==> src/bsa_pkg.sv <==
package bsa_pkg;

	localparam int MAX_SLOTS = 64;
	localparam int CELL_BITS = 8;
	localparam int CELL_W    = $clog2(CELL_BITS);
	localparam int NUM_CELLS = (MAX_SLOTS + CELL_BITS - 1) / CELL_BITS;
	localparam int CELL_ID_W = (NUM_CELLS > 1) ? $clog2(NUM_CELLS) : 1;
	localparam int IDX_W     = CELL_ID_W + CELL_W;
	localparam int CAP_W     = ($clog2(MAX_SLOTS + 1) > 7) ? $clog2(MAX_SLOTS + 1) : 7;
	localparam int CMP_W     = ((IDX_W > CAP_W) ? IDX_W : CAP_W) + 1;
	localparam int STRIDE_W  = 13;
	localparam int HANDLE_W  = 64;
	localparam int PROD_W    = IDX_W + STRIDE_W;
	localparam int CFG_IDX_W = 2;

	localparam logic [1:0] OP_ALLOC = 2'd0;
	localparam logic [1:0] OP_FREE  = 2'd1;
	localparam logic [1:0] OP_RESET = 2'd2;
	localparam logic [1:0] OP_GET   = 2'd3;

	localparam logic [2:0] ST_OK           = 3'd0;
	localparam logic [2:0] ST_FULL         = 3'd1;
	localparam logic [2:0] ST_BAD_INDEX    = 3'd2;
	localparam logic [2:0] ST_ALREADY_FREE = 3'd3;
	localparam logic [2:0] ST_NOT_INIT     = 3'd4;

	localparam logic [CFG_IDX_W-1:0] CFG_CAPACITY = 2'd0;
	localparam logic [CFG_IDX_W-1:0] CFG_STRIDE   = 2'd1;
	localparam logic [CFG_IDX_W-1:0] CFG_BASE     = 2'd2;

	typedef struct packed {
		logic [1:0] opcode;
		logic [5:0] slot_index;
	} in_item_t;

	typedef struct packed {
		logic [2:0]  status;
		logic [5:0]  granted_slot;
		logic [63:0] slot_handle;
		logic [6:0]  in_use_count;
		logic [6:0]  free_count;
	} out_item_t;

	// command token moving down the cell chain
	typedef struct packed {
		logic             valid;
		logic             act;
		logic [1:0]       op;
		logic [CAP_W-1:0] cap;
		logic [IDX_W-1:0] idx;
		logic             found;
		logic [IDX_W-1:0] slot;
		logic             hit_busy;
	} cmd_t;

endpackage

==> src/bsa_cell.sv <==
module bsa_cell (
	input  logic                           clk,
	input  logic                           arst_n,
	input  logic [bsa_pkg::CELL_ID_W-1:0]  cell_id,
	input  bsa_pkg::cmd_t                  cmd_in,
	output bsa_pkg::cmd_t                  cmd_out
);

	logic [bsa_pkg::CELL_BITS-1:0] busy_q;
	logic [bsa_pkg::CELL_BITS-1:0] busy_d;
	logic [bsa_pkg::CELL_BITS-1:0] cand;
	logic [bsa_pkg::CELL_W-1:0]    sel;
	logic [bsa_pkg::CELL_W-1:0]    loc;
	bsa_pkg::cmd_t                 cmd_d;
	bsa_pkg::cmd_t                 cmd_q;

	assign loc = cmd_in.idx[bsa_pkg::CELL_W-1:0];

	always_comb begin
		busy_d = busy_q;
		cmd_d  = cmd_in;
		sel    = '0;
		for (int j = 0; j < bsa_pkg::CELL_BITS; j++) begin
			cand[j] = !busy_q[j] &&
				(bsa_pkg::CMP_W'({cell_id, bsa_pkg::CELL_W'(j)}) < bsa_pkg::CMP_W'(cmd_in.cap));
		end
		for (int j = bsa_pkg::CELL_BITS - 1; j >= 0; j--) begin
			if (cand[j]) sel = bsa_pkg::CELL_W'(j);
		end
		if (cmd_in.valid && cmd_in.act) begin
			case (cmd_in.op)
				bsa_pkg::OP_ALLOC: begin
					if (!cmd_in.found && (|cand)) begin
						busy_d[sel] = 1'b1;
						cmd_d.found = 1'b1;
						cmd_d.slot  = {cell_id, sel};
					end
				end
				bsa_pkg::OP_FREE: begin
					if (cmd_in.idx[bsa_pkg::IDX_W-1:bsa_pkg::CELL_W] == cell_id) begin
						cmd_d.hit_busy = busy_q[loc];
						busy_d[loc]    = 1'b0;
					end
				end
				bsa_pkg::OP_RESET: busy_d = '0;
				default: ;
			endcase
		end
	end

	always_ff @(posedge clk or negedge arst_n) begin
		if (!arst_n) begin
			busy_q <= '0;
			cmd_q  <= '0;
		end else begin
			busy_q <= busy_d;
			cmd_q  <= cmd_d;
		end
	end

	assign cmd_out = cmd_q;

endmodule

==> src/bitmap_slot_allocator_core.sv <==
// First-fit slot allocator built as a chain of cells of eight busy bits each.
// The command token is registered in each cell in turn; in S_SCAN the result, count and handle
// product are registered, and in S_OUT the handle sum and the output item.
// One item in flight: in_ready is low from the accept until S_OUT loads the result, which waits on out_ready.
// Reset (arst_n low): all slots free, count zero, configuration registers zero;
// no clearing pass, the block is ready as soon as reset is released.
module bitmap_slot_allocator_core (
	input  logic                           clk,
	input  logic                           arst_n,
	input  logic                           in_valid,
	output logic                           in_ready,
	input  bsa_pkg::in_item_t              in_item,
	output logic                           out_valid,
	input  logic                           out_ready,
	output bsa_pkg::out_item_t             out_item,
	input  logic                           cfg_we,
	input  logic [bsa_pkg::CFG_IDX_W-1:0]  cfg_index,
	input  logic [63:0]                    cfg_wdata
);

	typedef enum logic [1:0] {S_IDLE, S_SCAN, S_OUT} state_t;

	state_t                          state_q;
	logic [6:0]                      capacity_q;
	logic [bsa_pkg::STRIDE_W-1:0]    stride_q;
	logic [bsa_pkg::HANDLE_W-1:0]    base_q;
	logic [bsa_pkg::CAP_W-1:0]       cnt_q;
	logic [bsa_pkg::CAP_W-1:0]       cap_q;
	logic [1:0]                      op_q;
	logic                            init_q;
	logic [2:0]                      status_q;
	logic [bsa_pkg::IDX_W-1:0]       slot_q;
	logic                            grant_q;
	logic                            hnd_en_q;
	logic [bsa_pkg::PROD_W-1:0]      prod_q;
	logic                            out_valid_q;
	bsa_pkg::out_item_t              out_item_q;

	logic [bsa_pkg::CAP_W-1:0]       cap_eff;
	logic                            accept;
	logic                            in_range;
	bsa_pkg::cmd_t                   chain [bsa_pkg::NUM_CELLS+1];
	bsa_pkg::cmd_t                   cmd_new;
	bsa_pkg::cmd_t                   res;
	logic [2:0]                      status_d;
	logic [bsa_pkg::IDX_W-1:0]       slot_d;
	logic [bsa_pkg::CAP_W-1:0]       cnt_d;
	logic                            grant_d;
	logic                            hnd_en_d;

	assign cap_eff = (bsa_pkg::CAP_W'(capacity_q) > bsa_pkg::CAP_W'(bsa_pkg::MAX_SLOTS)) ?
		bsa_pkg::CAP_W'(bsa_pkg::MAX_SLOTS) : bsa_pkg::CAP_W'(capacity_q);
	assign in_ready = (state_q == S_IDLE);
	assign accept   = in_valid && in_ready;
	assign in_range = bsa_pkg::CMP_W'(in_item.slot_index) < bsa_pkg::CMP_W'(cap_eff);

	always_comb begin
		cmd_new       = '0;
		cmd_new.valid = accept;
		cmd_new.op    = in_item.opcode;
		cmd_new.cap   = cap_eff;
		cmd_new.idx   = bsa_pkg::IDX_W'(in_item.slot_index);
		if (cap_eff != '0) begin
			case (in_item.opcode)
				bsa_pkg::OP_ALLOC: cmd_new.act = (cnt_q < cap_eff);
				bsa_pkg::OP_FREE:  cmd_new.act = in_range;
				bsa_pkg::OP_RESET: cmd_new.act = 1'b1;
				bsa_pkg::OP_GET:   cmd_new.act = in_range;
				default:           cmd_new.act = 1'b0;
			endcase
		end
	end

	assign chain[0] = cmd_new;

	for (genvar k = 0; k < bsa_pkg::NUM_CELLS; k++) begin : g_cell
		bsa_cell u_cell (
			.clk     (clk),
			.arst_n  (arst_n),
			.cell_id (bsa_pkg::CELL_ID_W'(k)),
			.cmd_in  (chain[k]),
			.cmd_out (chain[k+1])
		);
	end

	assign res = chain[bsa_pkg::NUM_CELLS];

	always_comb begin
		status_d = bsa_pkg::ST_NOT_INIT;
		slot_d   = res.idx;
		cnt_d    = cnt_q;
		grant_d  = 1'b0;
		hnd_en_d = 1'b0;
		if (init_q) begin
			case (op_q)
				bsa_pkg::OP_ALLOC: begin
					if (res.found) begin
						status_d = bsa_pkg::ST_OK;
						slot_d   = res.slot;
						cnt_d    = cnt_q + 1'b1;
						grant_d  = 1'b1;
						hnd_en_d = 1'b1;
					end else begin
						status_d = bsa_pkg::ST_FULL;
					end
				end
				bsa_pkg::OP_FREE: begin
					if (!res.act) begin
						status_d = bsa_pkg::ST_BAD_INDEX;
					end else if (res.hit_busy) begin
						status_d = bsa_pkg::ST_OK;
						if (cnt_q != '0) cnt_d = cnt_q - 1'b1;
					end else begin
						status_d = bsa_pkg::ST_ALREADY_FREE;
					end
				end
				bsa_pkg::OP_RESET: begin
					status_d = bsa_pkg::ST_OK;
					cnt_d    = '0;
				end
				default: begin
					if (res.act) begin
						status_d = bsa_pkg::ST_OK;
						hnd_en_d = 1'b1;
					end else begin
						status_d = bsa_pkg::ST_BAD_INDEX;
					end
				end
			endcase
		end
	end

	always_ff @(posedge clk or negedge arst_n) begin
		if (!arst_n) begin
			capacity_q <= '0;
			stride_q   <= '0;
			base_q     <= '0;
		end else if (cfg_we) begin
			case (cfg_index)
				bsa_pkg::CFG_CAPACITY: capacity_q <= cfg_wdata[6:0];
				bsa_pkg::CFG_STRIDE:   stride_q   <= cfg_wdata[bsa_pkg::STRIDE_W-1:0];
				bsa_pkg::CFG_BASE:     base_q     <= cfg_wdata;
				default: ;
			endcase
		end
	end

	always_ff @(posedge clk or negedge arst_n) begin
		if (!arst_n) begin
			state_q     <= S_IDLE;
			cnt_q       <= '0;
			out_valid_q <= 1'b0;
			cap_q       <= '0;
			op_q        <= bsa_pkg::OP_ALLOC;
			init_q      <= 1'b0;
			status_q    <= bsa_pkg::ST_OK;
			slot_q      <= '0;
			grant_q     <= 1'b0;
			hnd_en_q    <= 1'b0;
			prod_q      <= '0;
			out_item_q  <= '0;
		end else begin
			if (out_valid_q && out_ready && (state_q != S_OUT)) out_valid_q <= 1'b0;
			case (state_q)
				S_IDLE: begin
					if (accept) begin
						cap_q   <= cap_eff;
						op_q    <= in_item.opcode;
						init_q  <= (cap_eff != '0);
						state_q <= S_SCAN;
					end
				end
				S_SCAN: begin
					if (res.valid) begin
						status_q <= status_d;
						slot_q   <= slot_d;
						cnt_q    <= cnt_d;
						grant_q  <= grant_d;
						hnd_en_q <= hnd_en_d;
						prod_q   <= bsa_pkg::PROD_W'(slot_d) * bsa_pkg::PROD_W'(stride_q);
						state_q  <= S_OUT;
					end
				end
				S_OUT: begin
					if (!out_valid_q || out_ready) begin
						out_valid_q              <= 1'b1;
						out_item_q.status        <= status_q;
						out_item_q.granted_slot  <= grant_q ? 6'(slot_q) : 6'd0;
						out_item_q.slot_handle   <= hnd_en_q ?
							base_q + bsa_pkg::HANDLE_W'(prod_q) : '0;
						out_item_q.in_use_count  <= 7'(cnt_q);
						out_item_q.free_count    <= (cap_q > cnt_q) ? 7'(cap_q - cnt_q) : 7'd0;
						state_q                  <= S_IDLE;
					end
				end
				default: state_q <= S_IDLE;
			endcase
		end
	end

	assign out_valid = out_valid_q;
	assign out_item  = out_item_q;

endmodule

==> config.mk <==
export PLATFORM = sky130hd
export DESIGN_NAME = bitmap_slot_allocator_core
export DESIGN_NICKNAME = d
export VERILOG_FILES = /design/src/bsa_pkg.sv /design/src/bsa_cell.sv /design/src/bitmap_slot_allocator_core.sv
export SDC_FILE = /design/constraint.sdc
export NUM_CORES = 1
export LEC_CHECK = 0
export CAP_MARGIN = 5
export CORE_UTILIZATION = 55
export CTS_BUF_LIST = sky130_fd_sc_hd__clkbuf_4
export DETAILED_ROUTE_END_ITERATION = 7
export DONT_BUFFER_PORTS = 1
export PLACE_DENSITY_LB_ADDON = 0.12
export SLEW_MARGIN = 20
export SYNTH_ARGS = -nofsm -noshare
export SYNTH_HDL_FRONTEND = slang
export SYNTH_SLANG_ARGS = --single-unit
==> constraint.sdc <==
create_clock -name clk -period 6.65 [get_ports clk]
set_input_delay 0.9975 -clock clk [delete_from_list [all_inputs] [get_ports clk]]
set_output_delay 0.9975 -clock clk [all_outputs]
set_load 0.02 [all_outputs]
======== Yosys cells after proc, flatten, opt, wreduce, memory -nomap -nowiden ========
Index checks and enable logic that the tools add are counted.
cells by class
  $add $sub $neg .......................... 4
  $mul .................................... 1
  order comparisons ....................... 100
  eq/ne operators ......................... 54
  muxes and demuxes ....................... 209
  bitwise gates (word level) .............. 24
  reduce and logical (&&, ||, !) cells .... 220
operator list
  operator                                                    count
  less-than comparator 6 x 7 -> 1 bit, first input constant   32
  2-to-1 mux 3 bit                                            65
  2-to-1 mux 8 bit                                            24
  case mux 8 bit (3 select lines)                             8
  2-to-1 mux 7 bit                                            22
  less-than comparator 5 x 7 -> 1 bit, first input constant   16
  logical AND 1 bit                                           98
  zero test 1 bit                                             72
  adder 64 x 19 -> 64 bit                                     1
  AND 8 bit                                                   8
  less-than comparator 3 x 4 -> 1 bit, second input constant  16
  2-to-1 mux 64 bit                                           1
  inverter 8 bit                                              8
  bitwise OR 8 bit                                            8
  OR reduction 8 bit                                          8
  less-than comparator 4 x 7 -> 1 bit, first input constant   8
  2-to-1 mux 1 bit                                            50
  demux 1 bit (select 3 bit)                                  16
  >= comparator 3 x 1 -> 1 bit, second input constant         16
  != test 2 x 1 -> 1 bit, second input constant               21
  AND reduction 4 bit                                         8
  less-than comparator 3 x 7 -> 1 bit, first input constant   4
  nonzero test 3 bit                                          9
  binary-select mux 1 bit (select 3 bit)                      8
  31 further kinds                                            85
word-level totals
  register bits ........................... 476
  bits of input ports ..................... 79
  output and inout bits ................... 89
  logic and storage cells ................. 701

======== Longest topological paths before layout ========
Gate-level depths: netlist of the first run.
  word-level depth ........................ 19
  mapped depth ............................ 22
  gate-level depth less buffers ........... 19

======== By module ========
From an unflattened synthesis of the first run, not the netlist that was laid out.
unflattened totals
  cell total of the unflattened synthesis .. 2789
  area, all modules ....................... 28160.8 um^2
by module, submodules not included
  module                           times used  cells an instance  area each (um^2)  sequential area each (um^2)
  bitmap_slot_allocator_core       1           1329               13406.6           5530.3
  bsa_cell (g_cell[1].u_cell ...)  6           184                1846.8            825.8
  bsa_cell (g_cell[0].u_cell)      1           192                1890.6            825.8
  bsa_cell (g_cell[7].u_cell)      1           164                1783.0            825.8

======== Worst setup path after synthesis of the first run ========
No wires, ideal clock.
  path type ............................... flip-flop to flip-flop
  start ................................... register op_q[0]
  end ..................................... register prod_q[17] (netlist bit)
  library setup time ...................... 0.069 ns
  arrival ................................. 5.266 ns
  data required time ...................... 6.581 ns
  setup slack ............................. 1.315 ns
  cell stages (with the launch flop) ...... 21
  path buffers ............................ 3
  clock period less this slack ............ 5.335 ns
  cells stage by stage .................... dfrtp_1 clkbuf_1 nor2_1 and3_1 clkbuf_1 mux2i_1 clkbuf_1 nand2b_1 fa_1 fa_1 fa_1 inv_1 ha_1 a21o_1 a21oi_1 o211ai_1 nand3_1 a41oi_1 a21oi_1 or4b_2 nand3_1
between the ends
  word-level cells in the longest chain between the ends .. 4
RTL lines
  what                         RTL line                           source
  start: declaration           bitmap_slot_allocator_core.sv:29   logic [1:0] op_q;
  start signal: assignment     bitmap_slot_allocator_core.sv:154  op_q <= bsa_pkg::OP_ALLOC;
  start signal: assignment     bitmap_slot_allocator_core.sv:168  op_q <= in_item.opcode;
  zero test 2 bit              bitmap_slot_allocator_core.sv:95   case (op_q)
  2-to-1 mux 6 bit             bitmap_slot_allocator_core.sv:95
  2-to-1 mux 6 bit             bitmap_slot_allocator_core.sv:94   if (init_q) begin
  multiplier 6 x 13 -> 19 bit  bitmap_slot_allocator_core.sv:180  prod_q <= bsa_pkg::PROD_W'(slot_d) * bsa_pkg::PROD_W'(stride_q);
  end signal: assignment       bitmap_slot_allocator_core.sv:180
  end: declaration             bitmap_slot_allocator_core.sv:35   logic [bsa_pkg::PROD_W-1:0] prod_q;
No other way between the ends.
A chain may end at the register's enable or synchronous reset.

======== Worst setup path after layout of the first run ========
  start ................................... register op_q[1]
  end ..................................... register prod_q[17] (netlist bit)
Same word-level chain as after synthesis.

==> results.py, run 1 <==
metrics = {
    "outcome": {
        "status": "complete, but fails checks",
        "violations": "hold timing",
    },
    "detailed_routing": {
        "met3WireLength_um": 3580,
        "totalWireLength_um": 60900,
        "drc_errors": 0,
        "dr_wl_met2_um": 28200,
        "via_per_inst": 5.94,
        "vias": 19100,
        "first_pass_iters": 5,
        "first_iter_violations": 1354,
        "highest_layer": "met5",
        "drtAntennaViolNets": 0,
        "wl_per_cell_um": 18.9,
        "wl_met1_um": 27300,
    },
    "clocking": {
        "clk_pin_slew_ps": 70,
        "cts_tree": "done",
        "post_cts.repair.setup_buffers": 0,
        "htreeDepth": 3,
        "insertion_delay_ps": 880,
        "root_buffer": "clkbuf_4",
        "cts_resized": 0,
        "clock_path_buffers": 3,
        "cts_made_buffers": 120,
        "cts_sinks": 469,
    },
    "sta": {
        "final-hold-violation-count": 85,
        "setup_viol": 0,
        "min_period_ps": 5700,
        "fin_worst_skew_ps": 59.7,
        "hold_slack_ps": -171,
        "slew_viol_final": 0,
        "tns_ps": 0,
        "finalCritPeriodShare_pct": 85.7,
        "slew_headroom_pct": 13.1,
        "worstMarginPinSlew_ps": 1300,
        "rsz0062_at_grt": "no",
        "worst_slack_ps": 949,
        "fmax_mhz": 175,
    },
    "yosys": {
        "synth.mux.area_fraction_pct": 5.86,
        "synthAdderAreaFrac_pct": 8.58,
        "synth_top_family_by_area": "simple AND/OR/NAND/NOR gates",
        "ys_types": 93,
        "synth-xor-area-share_pct": 2.35,
        "synthArstFlopShare_pct": 100,
        "synth-edff-count": 0,
        "syn_inst": 2485,
        "synth_compound_area_share_pct": 15.8,
        "synth_ff_type": "dfrtp_1",
        "synth-simple-area-share_pct": 16.9,
        "synthesis.area_um2": 25000,
        "ys_seq_area_share_pct": 46.9,
        "synth_fp_nets": 2706,
        "ys_seq_elements": 469,
        "avgSynthCellArea_um2": 10.1,
        "ys_warn_count": 0,
    },
    "critical_path": {
        "reg2regPathDepth": 18,
        "critPathMaxStageDelay_ps": 660,
        "r2r-end": "prod_q[17]",
        "critical_path.cell_chain": "nor2_1, and3_1, mux2i_1, nor2b_1, fa_1, inv_1, fa_1, fa_1, inv_1, ha_1, a21o_1, a21oi_1, o211ai_1, nand3_1, a41oi_1, a21oi_1, or4b_2, nand3_1",
        "path_common_cell": "fa_1",
        "r2r_start": "op_q[1]",
        "reg2reg_slack_ps": 950,
        "startpoint_type": "flop",
        "path_max_fanout": 9,
        "slowest_stage": "mux2i_1",
        "worst_ep_required_time_ps": 7440,
        "worstSetupEndpointType": "flop",
        "worstPathArrival_ps": 6490,
        "crit_type": "flop to flop",
    },
    "grt": {
        "grt_pass1_wl_um": 100000,
        "grt_pass1_vias": 19300,
        "grt_usage_pct": 26.9,
        "antenna_found_initial": 5,
        "grt.overflow.total": 0,
        "grt_max_degree": 470,
    },
    "pwr": {
        "p_per_area_nw_per_um2": 377,
        "p_switching_mw": 4.06,
        "combPwrFrac_pct": 35.7,
        "seqPwrFrac_pct": 41.0,
        "peakVddDrop_mv": 0.262,
        "internal_power_mw": 6.13,
        "total_leakage_power_nw": 12.3,
        "swShare_pct": 39.8,
        "power.share.clock_pct": 23.2,
    },
    "cells_and_area": {
        "layout_commonest_cell": "dfrtp_1",
        "nets": 2763,
        "multi_input_area_um2": 12400,
        "layout_common_cells": "469 x dfrtp_1, 291 x nand2_1, 188 x o21ai_0, 173 x clkbuf_4, 156 x inv_1",
        "layout-drive-gt1-share_pct": 13.5,
        "regArea_um2": 11700,
        "fill_cells": 3823,
        "area_growth_pct": 8.17,
    },
    "die": {
        "die_area_um2": 46300,
        "rows": 77,
        "die_h_um": 215,
        "die_w_um": 215,
        "core-area_um2": 44500,
        "start_util_pct": 56.2,
        "ios": 168,
    },
    "placed_design": {
        "gp_congestion": 0.884,
        "post-place-ws_ps": 998,
        "io_buffers": 0,
        "hpwlAfterDp_um": 43400,
    },
    "worst_hold_path": {
        "hp-class": "input pin to async pin",
    },
    "run": {
        "maxCapViolCount": 0,
    },
}
logic make-up (layout without fill, tap and decap cells):
kind of cell,after synthesis,in the layout
AND/OR/NAND/NOR,835,835
adder cells (fa/ha/maj),143,143
buffers and inverters,243,385
AO/OA/AOI/OAI,604,604
other,0,6
XOR/XNOR,67,67
multiplexers,124,124
flip-flops,469,469
cell usage after synthesis (12+ instances only):
cell type,instances,area (um^2)
o31ai_1,26,195
ha_1,94,1180
o22ai_1,14,87.6
xnor2_1,48,420
nand3_1,57,285
o211ai_1,13,97.6
fa_1,48,961
a21o_1,30,225
and3_1,16,100
xor2_1,19,166
nand4_1,22,138
nor2b_1,88,551
nor3_1,56,280
inv_1,156,586
o21ai_0,188,941
mux2_2,99,1110
or3_1,12,75.1
dfrtp_1,469,11700
mux2i_1,17,170
o21a_1,20,150
or2_2,18,113
clkbuf_1,80,300
a31oi_1,35,219
nand2_1,291,1090
a21oi_1,98,490
nor2_1,123,462
o21bai_1,12,90.1
nand3b_1,20,150
nor3b_1,19,143
a211oi_1,29,218
a22o_1,21,184
nand2b_1,50,313
worst max path at each step:
stage                        from          to  depth (start not counted)
after floorplan           op_q[0]  prod_q[17]                         20
after global placement    op_q[0]  prod_q[17]                         18
after detailed placement  op_q[0]  prod_q[17]                         18
after CTS                 op_q[1]  prod_q[17]                         18
after global routing      op_q[0]  prod_q[17]                         18
final                     op_q[1]  prod_q[17]                         18
sequential cells by signal, indices dropped and copies added, names as in the netlist:
register	count
g_cell.u_cell.cmd_out	184
out_item	87
base_q	64
g_cell.u_cell.busy_q	64
prod_q	19
stride_q	13
cap_q	7
capacity_q	7
cnt_q	7
slot_q	6
status_q	3
op_q	2
state_q	2
grant_q	1
hnd_en_q	1
init_q	1
out_valid	1
per-layer routing:
| layer | track usage, % | up-vias |
|---|---|---|
| met2 | 41.8 | 543 |
| met5 | 0 | - |
| met4 | 10.1 | 2 |
| met1 | 36.7 | 9472 |
| li1 | - | 8986 |
| met3 | 6.26 | 138 |
per-stage QoR:
step                power (mW)  instance area, um^2  utilization, %  instances
global placement          7.71                25600            57.5       3012
detailed placement        7.83                25600            57.5       3012
CTS                       10.2                27000            60.8       3219
floorplan                 6.81                25000               -       2485
finish                    10.2                27100            60.8       3225
global route              11.0                27100            60.8       3225
power by group through the flow:
stage	registers (mW)	logic (mW)	clock network (mW)
finish	4.18	3.64	2.37
detailed placement	4.22	3.61	0
global placement	4.20	3.51	0
CTS	4.17	3.64	2.43
global route	4.26	4.11	2.58
floorplan	3.93	2.88	0
cell type report:
cell class,count,share of cell area (%)
antenna,6,0.0555
clock buffer,173,4.80
clock inverter,34,0.578
inverter,159,2.21
multi-input combinational,1773,45.7
sequential,469,43.4
tap,592,2.74
timing repair buffer,19,0.527
worst max-delay path: cells and delay by family, from the launching register on:
kind,cells,cell delay (ps)
fa+ha+maj,4,1900
simple gates,6,1580
compound gates,5,920
mux,1,660
flops,1,450
buf+inv,2,90
No activity file was read; power rests on OpenSTA's default activity.
==> run 2, diff against run 1 <==
- CORE_MARGIN: default -> 2
==> results.py, run 2 (synthesized netlist as in run 1, its figures left out) <==
metrics = {
    "outcome": {
        "status": "complete, but fails checks",
        "violations": "hold timing, slew limit",
    },
    "clocking": {
        "clock_path_buffers": 3,
        "htreeDepth": 3,
        "cts_resized": 0,
        "cts_sinks": 469,
        "insertion_delay_ps": 860,
        "cts_made_buffers": 121,
        "clk_pin_slew_ps": 70,
        "root_buffer": "clkbuf_4",
        "cts_tree": "done",
        "post_cts.repair.setup_buffers": 0,
    },
    "grt": {
        "grt_pass1_wl_um": 101000,
        "grt.overflow.total": 0,
        "antenna_found_initial": 4,
        "grt_max_degree": 470,
        "grt_pass1_vias": 19200,
        "grt_usage_pct": 26.7,
    },
    "die": {
        "start_util_pct": 55.5,
        "die_area_um2": 47200,
        "die_h_um": 217,
        "core-area_um2": 45100,
        "rows": 78,
        "ios": 168,
        "die_w_um": 217,
    },
    "placed_design": {
        "gp_congestion": 0.899,
        "io_buffers": 0,
        "post-place-ws_ps": 956,
        "place_area_um2": 25600,
        "hpwlAfterDp_um": 43200,
    },
    "sta": {
        "tns_ps": 0,
        "min_period_ps": 5700,
        "setup_viol": 0,
        "finalCritPeriodShare_pct": 85.7,
        "fmax_mhz": 176,
        "hold_slack_ps": -107,
        "worst_slack_ps": 953,
        "slew_viol_final": 210,
        "slew_headroom_pct": -15.0,
        "rsz0062_at_grt": "no",
        "final-hold-violation-count": 140,
        "worstMarginPinSlew_ps": 1730,
        "fin_worst_skew_ps": 57.6,
    },
    "cells_and_area": {
        "layout_common_cells": "469 x dfrtp_1, 291 x nand2_1, 188 x o21ai_0, 172 x clkbuf_4, 156 x inv_1",
        "nets": 2764,
        "layout_commonest_cell": "dfrtp_1",
        "largest_reg_flops": 184,
        "area_growth_pct": 8.25,
        "layout-drive-gt1-share_pct": 13.4,
        "multi_input_area_um2": 12400,
        "fin_area_um2": 27100,
        "final_util_pct": 60.1,
        "fill_cells": 3906,
        "regArea_um2": 11700,
    },
    "detailed_routing": {
        "drc_errors": 0,
        "drtAntennaViolNets": 0,
        "first_pass_iters": 5,
        "wl_per_cell_um": 19.0,
        "totalWireLength_um": 61600,
        "first_iter_violations": 1381,
        "vias": 19100,
        "via_per_inst": 5.92,
    },
    "critical_path": {
        "reg2reg_slack_ps": 950,
        "slowest_stage": "or4b_2",
        "worstPathArrival_ps": 6490,
        "path_common_cell": "fa_1",
        "critical_path.cell_chain": "nor2_1, and3_1, mux2i_1, buf_4, nor2b_1, fa_1, inv_1, fa_1, fa_1, inv_1, ha_1, a21o_1, a21oi_1, o211ai_1, nand3_1, a41oi_1, a21oi_1, or4b_2, nand3_1",
        "critPathMaxStageDelay_ps": 610,
        "reg2regPathDepth": 19,
        "r2r-end": "prod_q[17]",
        "worst_ep_required_time_ps": 7450,
        "startpoint_type": "flop",
        "startpoint": "op_q[0]",
        "crit_type": "flop to flop",
        "r2r_start": "op_q[0]",
        "path_max_fanout": 10,
        "worstSetupEndpointType": "flop",
        "cp-endpoint": "prod_q[17]",
    },
    "pwr": {
        "total_leakage_power_nw": 12.3,
        "p_per_area_nw_per_um2": 379,
        "peakVddDrop_mv": 0.229,
    },
    "run": {
        "maxCapViolCount": 0,
    },
    "worst_hold_path": {
        "hp-class": "input pin to async pin",
    },
}
run 2: cell count changes in the layout (fill, tap and decap cells not counted):
cell       delta
inv_6         -1
clkbuf_4      -1
clkinv_4      -1
inv_2         -1
clkinv_1      +5
diode_2       -2
bufinv_16     +1
clkinv_2      -1
run 2: worst min path at each step:
stage | start | to | slack, ps
floorplan | g_cell[2].u_cell.cmd_out[13] | g_cell[3].u_cell.cmd_out[13] | 350
global placement | g_cell[0].u_cell.cmd_out[11] | g_cell[1].u_cell.cmd_out[11] | 350
detailed placement | g_cell[4].u_cell.cmd_out[11] | g_cell[5].u_cell.cmd_out[11] | 360
CTS | arst_n | g_cell[7].u_cell.cmd_out[8] | -230
global route | arst_n | stride_q[12] | -230
finish | arst_n | stride_q[8] | -110
run 2: metrics by stage:
stage / total power [mW] / hold WS [ps] / std cells
floorplan: 6.81 / 345 / 2485
global placement: 7.73 / 350 / 3020
detailed placement: 7.86 / 359 / 3020
CTS: 10.3 / -228 / 3228
global route: 11.0 / -227 / 3231
finish: 10.3 / -107 / 3232
run 2: final cells by class:
| cell class | instances | area share, % |
|---|---|---|
| diodes | 4 | 0.0370 |
| clock buffers | 172 | 4.77 |
| clock inverters | 36 | 0.661 |
| inverters | 159 | 2.20 |
| multi-input cells | 1773 | 45.7 |
| flip-flops and latches | 469 | 43.3 |
| well taps | 600 | 2.77 |
| repair buffers | 19 | 0.527 |
run 2: critical path: cells and delay by family, from the launching register on:
kind / cells / cell delay [ps]
mux: 1 / 480
fa+ha+maj: 4 / 1820
simple gates: 6 / 1490
buf+inv: 3 / 360
compound gates: 5 / 980
flops: 1 / 480
run 2: power breakdown:
group	internal, mW	switching, mW
Combinational	1.53	2.16
Sequential	3.40	0.783
Clock	1.22	1.18
Total	6.15	4.12
run 2: routing by layer:
layer  wire (um)  global-route usage (%)  vias to the layer above
met5           0                       0                        -
met4        1840                    9.59                        0
met3        3760                    6.47                      124
met2       28400                    42.1                      531
met1       27500                    36.1                     9503
li1            -                       -                     8973
